**config.mk**
```make
export PLATFORM = sky130hd
export DESIGN_NAME = page_frame_allocator_unit
export DESIGN_NICKNAME = d
export VERILOG_FILES = /design/src/rtl/pfa_pkg.sv /design/src/rtl/pfa_dp.sv /design/src/rtl/pfa_ctrl.sv /design/src/rtl/page_frame_allocator_unit.sv
export SDC_FILE = /design/constraint.sdc
export NUM_CORES = 2
export LEC_CHECK = 0
export ABC_AREA = 1
export BUFFER_PORTS_ARGS = -buffer_cell sky130_fd_sc_hd__buf_4
export CORE_MARGIN = 1
export CORE_UTILIZATION = 55
export DETAILED_ROUTE_END_ITERATION = 10
export PLACE_DENSITY = 0.79
export SYNTH_ARGS = -nofsm -noshare
export SYNTH_HDL_FRONTEND = slang
export SYNTH_SLANG_ARGS = --single-unit
export TNS_END_PERCENT = 10
```
**constraint.sdc**
```tcl
create_clock -name clk_i -period 6 [get_ports clk_i]
set_input_delay 0.6 -clock clk_i [delete_from_list [all_inputs] [get_ports clk_i]]
set_output_delay 0.6 -clock clk_i [all_outputs]
set_load 0.02 [all_outputs]
```
**src/rtl/pfa_pkg.sv**
```systemverilog
// Shared types, constants and codes of the page frame allocator.
package pfa_pkg;

  localparam int unsigned MANAGED_PAGES_DEF = 1024;
  localparam int unsigned WORD_W            = 32;
  localparam int unsigned WORD_SEL_W        = 5;
  localparam int unsigned PAGE_SHIFT        = 12;
  localparam int unsigned PAGE_W            = 20;
  localparam int unsigned ADDR_W            = 32;
  localparam int unsigned STATUS_W          = 3;

  localparam logic [PAGE_W-1:0] LOW_MEM_RESET = 20'd256;

  typedef enum logic [STATUS_W-1:0] {
    ST_OK            = 3'd0,
    ST_OUT_OF_MEMORY = 3'd1,
    ST_LOW_MEM       = 3'd2,
    ST_ALREADY_FREE  = 3'd3,
    ST_BEYOND_RANGE  = 3'd4
  } pfa_status_e;

  typedef enum logic {
    CMD_ALLOC = 1'b0,
    CMD_FREE  = 1'b1
  } pfa_cmd_e;

  typedef enum logic [2:0] {
    S_CLEAR,
    S_IDLE,
    S_ALLOC_RD,
    S_ALLOC_SCAN,
    S_FREE_CHK,
    S_FREE_WR,
    S_DONE
  } pfa_state_e;

  typedef struct packed {
    logic              cmd;
    logic [ADDR_W-1:0] free_address;
  } pfa_in_t;

  typedef struct packed {
    logic [ADDR_W-1:0]   page_address;
    logic [STATUS_W-1:0] status;
  } pfa_out_t;

  // Commands from the controller to the datapath.
  typedef struct packed {
    logic        clr_wr;
    logic        cnt_clr;
    logic        cnt_inc;
    logic        scan_rd;
    logic        alloc_wr;
    logic        free_cap;
    logic        free_rd;
    logic        free_wr;
    logic        res_load;
    pfa_status_e res_status;
    logic        res_addr;
    logic        out_load;
  } pfa_ctl_t;

  // Status from the datapath to the controller.
  typedef struct packed {
    logic cnt_last;
    logic chk_last;
    logic hit;
    logic free_low;
    logic free_beyond;
    logic free_bit_set;
  } pfa_sts_t;

endpackage

```
**src/rtl/pfa_dp.sv**
```systemverilog
// Datapath of the page frame allocator: used map memory, scan logic and result registers.
module pfa_dp
  import pfa_pkg::*;
#(
  parameter int unsigned MANAGED_PAGES = MANAGED_PAGES_DEF
) (
  input  logic              clk_i,
  input  logic              rst_ni,
  input  logic              cfg_we_i,
  input  logic [PAGE_W-1:0] cfg_data_i,
  input  pfa_in_t           in_word_i,
  input  pfa_ctl_t          ctl_i,
  output pfa_sts_t          sts_o,
  output pfa_out_t          out_word_o
);

  localparam int unsigned WORDS     = (MANAGED_PAGES + WORD_W - 1) / WORD_W;
  localparam int unsigned WA_W      = (WORDS > 1) ? $clog2(WORDS) : 1;
  localparam int unsigned IDX_W     = WA_W + WORD_SEL_W;
  localparam int unsigned TAIL_BITS = MANAGED_PAGES % WORD_W;
  localparam logic [WORD_W-1:0] TAIL_MASK = (TAIL_BITS == 0) ? {WORD_W{1'b1}} :
                                            WORD_W'((64'd1 << TAIL_BITS) - 64'd1);
  localparam logic [WA_W-1:0]   LAST_WORD = WA_W'(WORDS - 1);
  localparam logic [PAGE_W-1:0] MP_PAGES  = PAGE_W'(MANAGED_PAGES);

  logic [WORD_W-1:0]     mem_q [WORDS];
  logic [WORD_W-1:0]     rdata_q;
  logic [WA_W-1:0]       chk_q;
  logic [WA_W-1:0]       cnt_q;
  logic [PAGE_W-1:0]     low_q;
  logic [PAGE_W-1:0]     page_q;
  logic [IDX_W-1:0]      free_idx_q;
  pfa_out_t              res_q;
  pfa_out_t              out_q;

  logic                  we;
  logic [WA_W-1:0]       waddr;
  logic [WORD_W-1:0]     wdata;
  logic                  re;
  logic [WA_W-1:0]       raddr;
  logic [WORD_W-1:0]     avail;
  logic [WORD_SEL_W-1:0] bit_sel;
  logic [IDX_W-1:0]      alloc_idx;
  logic [PAGE_W-1:0]     alloc_page;
  logic [PAGE_W-1:0]     diff;
  logic [WORD_W-1:0]     free_mask;

  // Configuration register.
  always_ff @(posedge clk_i or negedge rst_ni) begin
    if (!rst_ni) begin
      low_q <= LOW_MEM_RESET;
    end else if (cfg_we_i) begin
      low_q <= cfg_data_i;
    end
  end

  // Word counter, used both by the clearing pass and by the scan.
  always_ff @(posedge clk_i or negedge rst_ni) begin
    if (!rst_ni) begin
      cnt_q <= '0;
    end else if (ctl_i.cnt_clr) begin
      cnt_q <= '0;
    end else if (ctl_i.cnt_inc) begin
      cnt_q <= cnt_q + WA_W'(1);
    end
  end

  // Lowest free bit of the word under check; padding bits of the last word count as used.
  always_comb begin
    avail   = ~rdata_q & ((chk_q == LAST_WORD) ? TAIL_MASK : {WORD_W{1'b1}});
    bit_sel = '0;
    for (int i = WORD_W - 1; i >= 0; i--) begin
      if (avail[i]) begin
        bit_sel = WORD_SEL_W'(i);
      end
    end
  end

  assign alloc_idx  = {chk_q, bit_sel};
  assign alloc_page = low_q + PAGE_W'(alloc_idx);
  assign diff       = page_q - low_q;
  assign free_mask  = WORD_W'(1) << free_idx_q[WORD_SEL_W-1:0];

  always_comb begin
    we    = ctl_i.clr_wr | ctl_i.alloc_wr | ctl_i.free_wr;
    waddr = cnt_q;
    wdata = '0;
    if (ctl_i.alloc_wr) begin
      waddr = chk_q;
      wdata = rdata_q | (WORD_W'(1) << bit_sel);
    end else if (ctl_i.free_wr) begin
      waddr = free_idx_q[IDX_W-1:WORD_SEL_W];
      wdata = rdata_q & ~free_mask;
    end
  end

  assign re    = ctl_i.scan_rd | ctl_i.free_rd;
  assign raddr = ctl_i.free_rd ? diff[IDX_W-1:WORD_SEL_W] : cnt_q;

  always_ff @(posedge clk_i) begin
    if (we) begin
      mem_q[waddr] <= wdata;
    end
    if (re) begin
      rdata_q <= mem_q[raddr];
      chk_q   <= raddr;
    end
  end

  always_ff @(posedge clk_i) begin
    if (ctl_i.free_cap) begin
      page_q <= in_word_i.free_address[ADDR_W-1:PAGE_SHIFT];
    end
    if (ctl_i.free_rd) begin
      free_idx_q <= diff[IDX_W-1:0];
    end
    if (ctl_i.res_load) begin
      res_q.status       <= ctl_i.res_status;
      res_q.page_address <= ctl_i.res_addr ? {alloc_page, {PAGE_SHIFT{1'b0}}} : '0;
    end
    if (ctl_i.out_load) begin
      out_q <= res_q;
    end
  end

  assign sts_o.cnt_last     = (cnt_q == LAST_WORD);
  assign sts_o.chk_last     = (chk_q == LAST_WORD);
  assign sts_o.hit          = |avail;
  assign sts_o.free_low     = (page_q < low_q);
  assign sts_o.free_beyond  = (diff >= MP_PAGES);
  assign sts_o.free_bit_set = |(rdata_q & free_mask);

  assign out_word_o = out_q;

endmodule

```
**src/rtl/pfa_ctrl.sv**
```systemverilog
// Controller state machine of the page frame allocator.
module pfa_ctrl
  import pfa_pkg::*;
(
  input  logic     clk_i,
  input  logic     rst_ni,
  input  logic     in_valid_i,
  input  logic     in_cmd_i,
  output logic     in_stall_o,
  output logic     out_valid_o,
  input  logic     out_stall_i,
  input  pfa_sts_t sts_i,
  output pfa_ctl_t ctl_o
);

  pfa_state_e state_q, state_d;
  logic       out_valid_q, out_valid_d;
  logic       accept;

  assign accept = in_valid_i && (state_q == S_IDLE);

  always_ff @(posedge clk_i or negedge rst_ni) begin
    if (!rst_ni) begin
      state_q     <= S_CLEAR;
      out_valid_q <= 1'b0;
    end else begin
      state_q     <= state_d;
      out_valid_q <= out_valid_d;
    end
  end

  always_comb begin
    state_d = state_q;
    case (state_q)
      S_CLEAR: begin
        if (sts_i.cnt_last) begin
          state_d = S_IDLE;
        end
      end
      S_IDLE: begin
        if (accept) begin
          state_d = (pfa_cmd_e'(in_cmd_i) == CMD_FREE) ? S_FREE_CHK : S_ALLOC_RD;
        end
      end
      S_ALLOC_RD: begin
        state_d = S_ALLOC_SCAN;
      end
      S_ALLOC_SCAN: begin
        if (sts_i.hit || sts_i.chk_last) begin
          state_d = S_DONE;
        end
      end
      S_FREE_CHK: begin
        state_d = (sts_i.free_low || sts_i.free_beyond) ? S_DONE : S_FREE_WR;
      end
      S_FREE_WR: begin
        state_d = S_DONE;
      end
      S_DONE: begin
        if (!out_valid_q || !out_stall_i) begin
          state_d = S_IDLE;
        end
      end
      default: begin
        state_d = S_CLEAR;
      end
    endcase
  end

  always_comb begin
    ctl_o            = '0;
    ctl_o.res_status = ST_OK;
    case (state_q)
      S_CLEAR: begin
        ctl_o.clr_wr  = 1'b1;
        ctl_o.cnt_inc = 1'b1;
        ctl_o.cnt_clr = sts_i.cnt_last;
      end
      S_IDLE: begin
        ctl_o.free_cap = accept;
      end
      S_ALLOC_RD: begin
        ctl_o.scan_rd = 1'b1;
        ctl_o.cnt_inc = 1'b1;
      end
      S_ALLOC_SCAN: begin
        if (sts_i.hit) begin
          ctl_o.alloc_wr   = 1'b1;
          ctl_o.res_load   = 1'b1;
          ctl_o.res_addr   = 1'b1;
          ctl_o.res_status = ST_OK;
          ctl_o.cnt_clr    = 1'b1;
        end else if (sts_i.chk_last) begin
          ctl_o.res_load   = 1'b1;
          ctl_o.res_status = ST_OUT_OF_MEMORY;
          ctl_o.cnt_clr    = 1'b1;
        end else begin
          ctl_o.scan_rd = 1'b1;
          ctl_o.cnt_inc = 1'b1;
        end
      end
      S_FREE_CHK: begin
        if (sts_i.free_low) begin
          ctl_o.res_load   = 1'b1;
          ctl_o.res_status = ST_LOW_MEM;
        end else if (sts_i.free_beyond) begin
          ctl_o.res_load   = 1'b1;
          ctl_o.res_status = ST_BEYOND_RANGE;
        end else begin
          ctl_o.free_rd = 1'b1;
        end
      end
      S_FREE_WR: begin
        ctl_o.res_load   = 1'b1;
        ctl_o.free_wr    = sts_i.free_bit_set;
        ctl_o.res_status = sts_i.free_bit_set ? ST_OK : ST_ALREADY_FREE;
      end
      S_DONE: begin
        ctl_o.out_load = !out_valid_q || !out_stall_i;
      end
      default: begin
        ctl_o = '0;
      end
    endcase
  end

  always_comb begin
    out_valid_d = out_valid_q;
    if (ctl_o.out_load) begin
      out_valid_d = 1'b1;
    end else if (!out_stall_i) begin
      out_valid_d = 1'b0;
    end
  end

  assign in_stall_o  = (state_q != S_IDLE);
  assign out_valid_o = out_valid_q;

endmodule

```
**src/rtl/page_frame_allocator_unit.sv**
```systemverilog
// Top level of the first-fit page frame allocator.
//
// The block keeps one used bit for each managed 4 KiB frame, held in a memory of
// 32-bit words. An input word carries a command: allocate returns the byte address
// of the lowest free frame and marks it used, or reports out of memory; free clears
// the frame at the given byte address, or reports an error for a low-memory,
// already-free or out-of-range frame. Every input word gives exactly one output word.
// Both data channels use valid and stall; a word moves when valid is high and stall
// is low. The configuration channel writes the low-memory page count whenever its
// valid is high, as ready is tied high; it is to be written only while the block
// is idle, which the block itself does not enforce. An allocate reads map words from
// the lowest up until one with a free bit is found (at most 32 words with the default
// 1024 frames); the scan reads one word a cycle through the single read port of the
// map memory. A free checks the range, reads the map word and clears the used bit if
// it is set; a frame refused as low-memory or out-of-range skips the read.
// The output register lets the next input word be accepted while a result waits.
// After reset the map is cleared in a pass of one word a cycle, during which input
// stall stays high.
// When the receiver stalls, a finished result is held in the output register; a
// further result waits inside the block until that register is free.
module page_frame_allocator_unit
  import pfa_pkg::*;
#(
  parameter int unsigned MANAGED_PAGES = MANAGED_PAGES_DEF
) (
  input  logic              clk_i,
  input  logic              rst_ni,
  input  logic              cfg_valid_i,
  output logic              cfg_ready_o,
  input  logic [PAGE_W-1:0] cfg_data_i,
  input  logic              in_valid_i,
  output logic              in_stall_o,
  input  pfa_in_t           in_word_i,
  output logic              out_valid_o,
  input  logic              out_stall_i,
  output pfa_out_t          out_word_o
);

  pfa_ctl_t ctl;
  pfa_sts_t sts;

  // The register is always ready to take a write.
  assign cfg_ready_o = 1'b1;

  pfa_ctrl u_ctrl (
    .clk_i       (clk_i),
    .rst_ni      (rst_ni),
    .in_valid_i  (in_valid_i),
    .in_cmd_i    (in_word_i.cmd),
    .in_stall_o  (in_stall_o),
    .out_valid_o (out_valid_o),
    .out_stall_i (out_stall_i),
    .sts_i       (sts),
    .ctl_o       (ctl)
  );

  pfa_dp #(
    .MANAGED_PAGES (MANAGED_PAGES)
  ) u_dp (
    .clk_i      (clk_i),
    .rst_ni     (rst_ni),
    .cfg_we_i   (cfg_valid_i & cfg_ready_o),
    .cfg_data_i (cfg_data_i),
    .in_word_i  (in_word_i),
    .ctl_i      (ctl),
    .sts_o      (sts),
    .out_word_o (out_word_o)
  );

endmodule
```
==> flow_summary_export.csv <==
group,metric,value,unit
place,place_area,55400,µm²
route,drtIter0Drc,5232,
timing,rsz0062_at_grt,"no",
logic_synthesis,syn_area,52800,µm²
worst_setup_path,cp_data_required_time,6.43,ns
worst_setup_path,path_common_cell,"nand2_1",
logic_synthesis,ys_async_sr_fraction,2.49,%
finish,final_cell_mix,"nand2_1 (1170), edfxtp_1 (1137), nand3_1 (858)",
finish,fillers,6997,
job,drv_cap,0,
route,vias,37500,
floorplan,ioPinCount,96,
power_and_ir_drop,leakage,23.5,nW
global_route,antenna_found_initial,2,
worst_setup_path,cp.arrival,5.77,ns
timing,final.setup.tns,0,ns
logic_synthesis,ys_ff_latch,1166,
floorplan,chipHeight,312,µm
logic_synthesis,synth_cells,4876,
logic_synthesis,seq_area_frac_synth,66.1,%
worst_setup_path,ff2ff_path_depth,48,
clocking,cts_made_buffers,114,
route,drt.antenna.violating_nets,0,
timing,report.final.slew_viol_count,0,
worst_setup_path,cp-end-kind,"flop",
global_route,overflow,0,
finish,fin_area,58900,µm²
power_and_ir_drop,vdd_drop_max,0.397,mV
route,wl_per_cell,22.2,µm
worst_setup_path,critical-path-max-stage-delay,0.43,ns
timing,worstMarginPinSlew,1.38,ns
finish,fin_nets,4998,
power_and_ir_drop,p_per_area,446,nW/µm²
worst_setup_path,crit_fanout,5,
global_route,grt_util_all_layers,28.3,%
clocking,cts_buffer_depth,3,
finish,final_core_utilization,62.0,%
route,drc,0,
finish,syn_to_final_growth,11.7,%
timing,slew_headroom,7.89,%
worst_setup_path,critPathSlowestCell,"edfxtp_1",
place,routabilityCongestion,0.964,
logic_synthesis,synth_ff_type,"edfxtp_1",
logic_synthesis,synth_cell_types,51,
global_route,grt_pass1_wl,211000,µm
timing,period_minus_slack,5.34,ns
floorplan,dieArea,97200,µm²
min_path,hold_path.class,"in -> reg",
route,totalWireLength,139000,µm
timing,fin_skew,0.0358,ns
clocking,clock_sinks,1166,
min_path,hold_depth,1,
global_route,grt_max_degree,181,
floorplan,die_x,312,µm
clocking,postCtsSetupBuffers,0,
floorplan,fp.coreArea,95000,µm²
finish,final_common_cell,"nand2_1",
logic_synthesis,avgSynthCellArea,10.8,µm²
finish,drive_gt1_share,8.80,%
clocking,clock_latency,0.71,ns
worst_setup_path,worstSetupStartpointType,"flop",
clocking,cts_tree,"built",
floorplan,row_count,113,
place,dp_hpwl,75900,µm
global_route,grt_pass1_vias,36300,
timing,max_clock_freq,187,MHz
timing,hold_viol,0,
timing,setup_violations,0,
clocking,cts_max_level,3,
floorplan,start_util,55.5,%
route,via_per_inst,5.98,
run_status,status,"complete, no violations",
logic_synthesis,synth_edf_count,1137,
timing,fin_crit_sh,89.1,%
worst_setup_path,critical_path_class,"reg -> reg",
clocking,root_buffer,"clkbuf_16",
place,portBuffers,70,
clocking,clk_pin_slew,0.06,ns
logic_synthesis,yosys_warnings,0,
route,drt_first_pass_iters,6,
synth_stat cells (all sizes together), types with 4 or more instances:
library cell	count	area (µm²)
nand3b	417	3130
a31oi	16	100
o211ai	7	52.6
or2	5	31.3
edfxtp	1137	34100
dfrtp	28	701
nand3	858	4290
o22ai	10	62.6
a21oi	50	258
nor2	107	407
nor4	6	52.6
clkbuf	53	199
buf	246	1320
inv	552	2070
ha	31	388
o21a	4	30.0
xor2	8	70.1
xnor2	5	43.8
nor3	19	100
o21bai	10	75.1
nand4	26	178
nand2	1173	4410
o21ai	87	454
where the power goes:
group / leakage [nW] / internal (mW) / switching (mW)
registers: 11.4 / 10.1 / 0.223
logic: 10.3 / 2.55 / 6.60
clock network: 1.75 / 3.85 / 3.02
total: 23.5 / 16.5 / 9.84
cells by family after synthesis:
| family | Yosys count | share of synthesized area, % |
|---|---|---|
| AND/OR/NAND/NOR | 2613 | 23.9 |
| flip-flops | 1166 | 66.1 |
| buffers and inverters | 852 | 6.81 |
| AO/OA/AOI/OAI | 196 | 2.15 |
| adder cells (fa/ha/maj) | 33 | 0.811 |
| XOR/XNOR | 13 | 0.216 |
| other | 2 | 0.0142 |
| multiplexers | 1 | 0.0213 |
cell type report:
| class | count | area, µm² | share of cell area [%] |
|---|---|---|---|
| timing repair buffer | 203 | 2100 | 3.56 |
| antenna | 1 | 2.50 | 0.00425 |
| multi-input combinational | 2869 | 14700 | 25.0 |
| sequential | 1166 | 34900 | 59.2 |
| clock buffer | 135 | 2950 | 5.01 |
| tap | 1265 | 1580 | 2.69 |
| inverter | 553 | 2090 | 3.55 |
| clock inverter | 75 | 598 | 1.01 |
path summary, 6_finish.rpt:
kind                             startpoint             endpoint  slack (ns)
setup reg to reg           u_dp.rdata_q[31]       u_dp.res_q[34]        0.66
setup / recovery           u_dp.rdata_q[31]       u_dp.res_q[34]        0.66
hold / removal                in_word_i[26]      u_dp.page_q[14]        0.08
hold reg to reg              u_dp.res_q[28]  u_dp.out_word_o[28]        0.42
max in group asynchronous            rst_ni        u_dp.low_q[8]        5.26
min in group asynchronous            rst_ni    u_ctrl.state_q[1]        0.40
critical path: cells and delay by family (launching register included):
| family | cells | cell delay, ns |
|---|---|---|
| buffers and inverters | 3 | 0.39 |
| DFF | 1 | 0.43 |
| AOI/OAI and AO/OA | 6 | 0.99 |
| and+or+nand+nor | 38 | 3.04 |
| adders and majority gates | 1 | 0.24 |
routing by layer:
metal | vias up | share of wire [%] | GRT usage (%)
li1 | 16800 | - | -
met1 | 17900 | 37 | 37.3
met2 | 2346 | 47 | 46.1
met3 | 459 | 12 | 5.32
met4 | 0 | 4.3 | 11.9
met5 | - | 0 | 0
flip-flops by register name, indices dropped and copies added, names as in the netlist:
name / cells
u_dp.free_idx_q: 10
u_dp.cnt_q: 5
u_dp.mem_q: 1024
u_dp.rdata_q: 32
u_dp.res_q: 23
u_dp.low_q: 20
u_ctrl.out_valid_o: 1
u_ctrl.state_q: 3
u_dp.chk_q: 5
u_dp.out_word_o: 23
u_dp.page_q: 20
stage by stage:
step | setup slack, ns | std cells | hold slack, ns | total power [mW]
5_1_grt | 0.0288 | 6266 | 0.0649 | 27.5
4_1_cts | 0.714 | 6265 | 0.0551 | 26.1
3_5_place_dp | 0.759 | 6054 | 0.406 | 19.3
2_1_floorplan | 1.66 | 4887 | 0.304 | 16.3
3_3_place_gp | 0.833 | 6054 | 0.402 | 19.0
6_report | 0.656 | 6267 | 0.0839 | 26.3
repair_timing:
item / CTS / global route
hold buffers: 1 / 0
endpoints found under the hold margin: 28 / 0
resized for setup: 0 / 1
endpoints found under the setup margin: 0 / 2
Note: power is estimated with default switching activity, not from simulation.
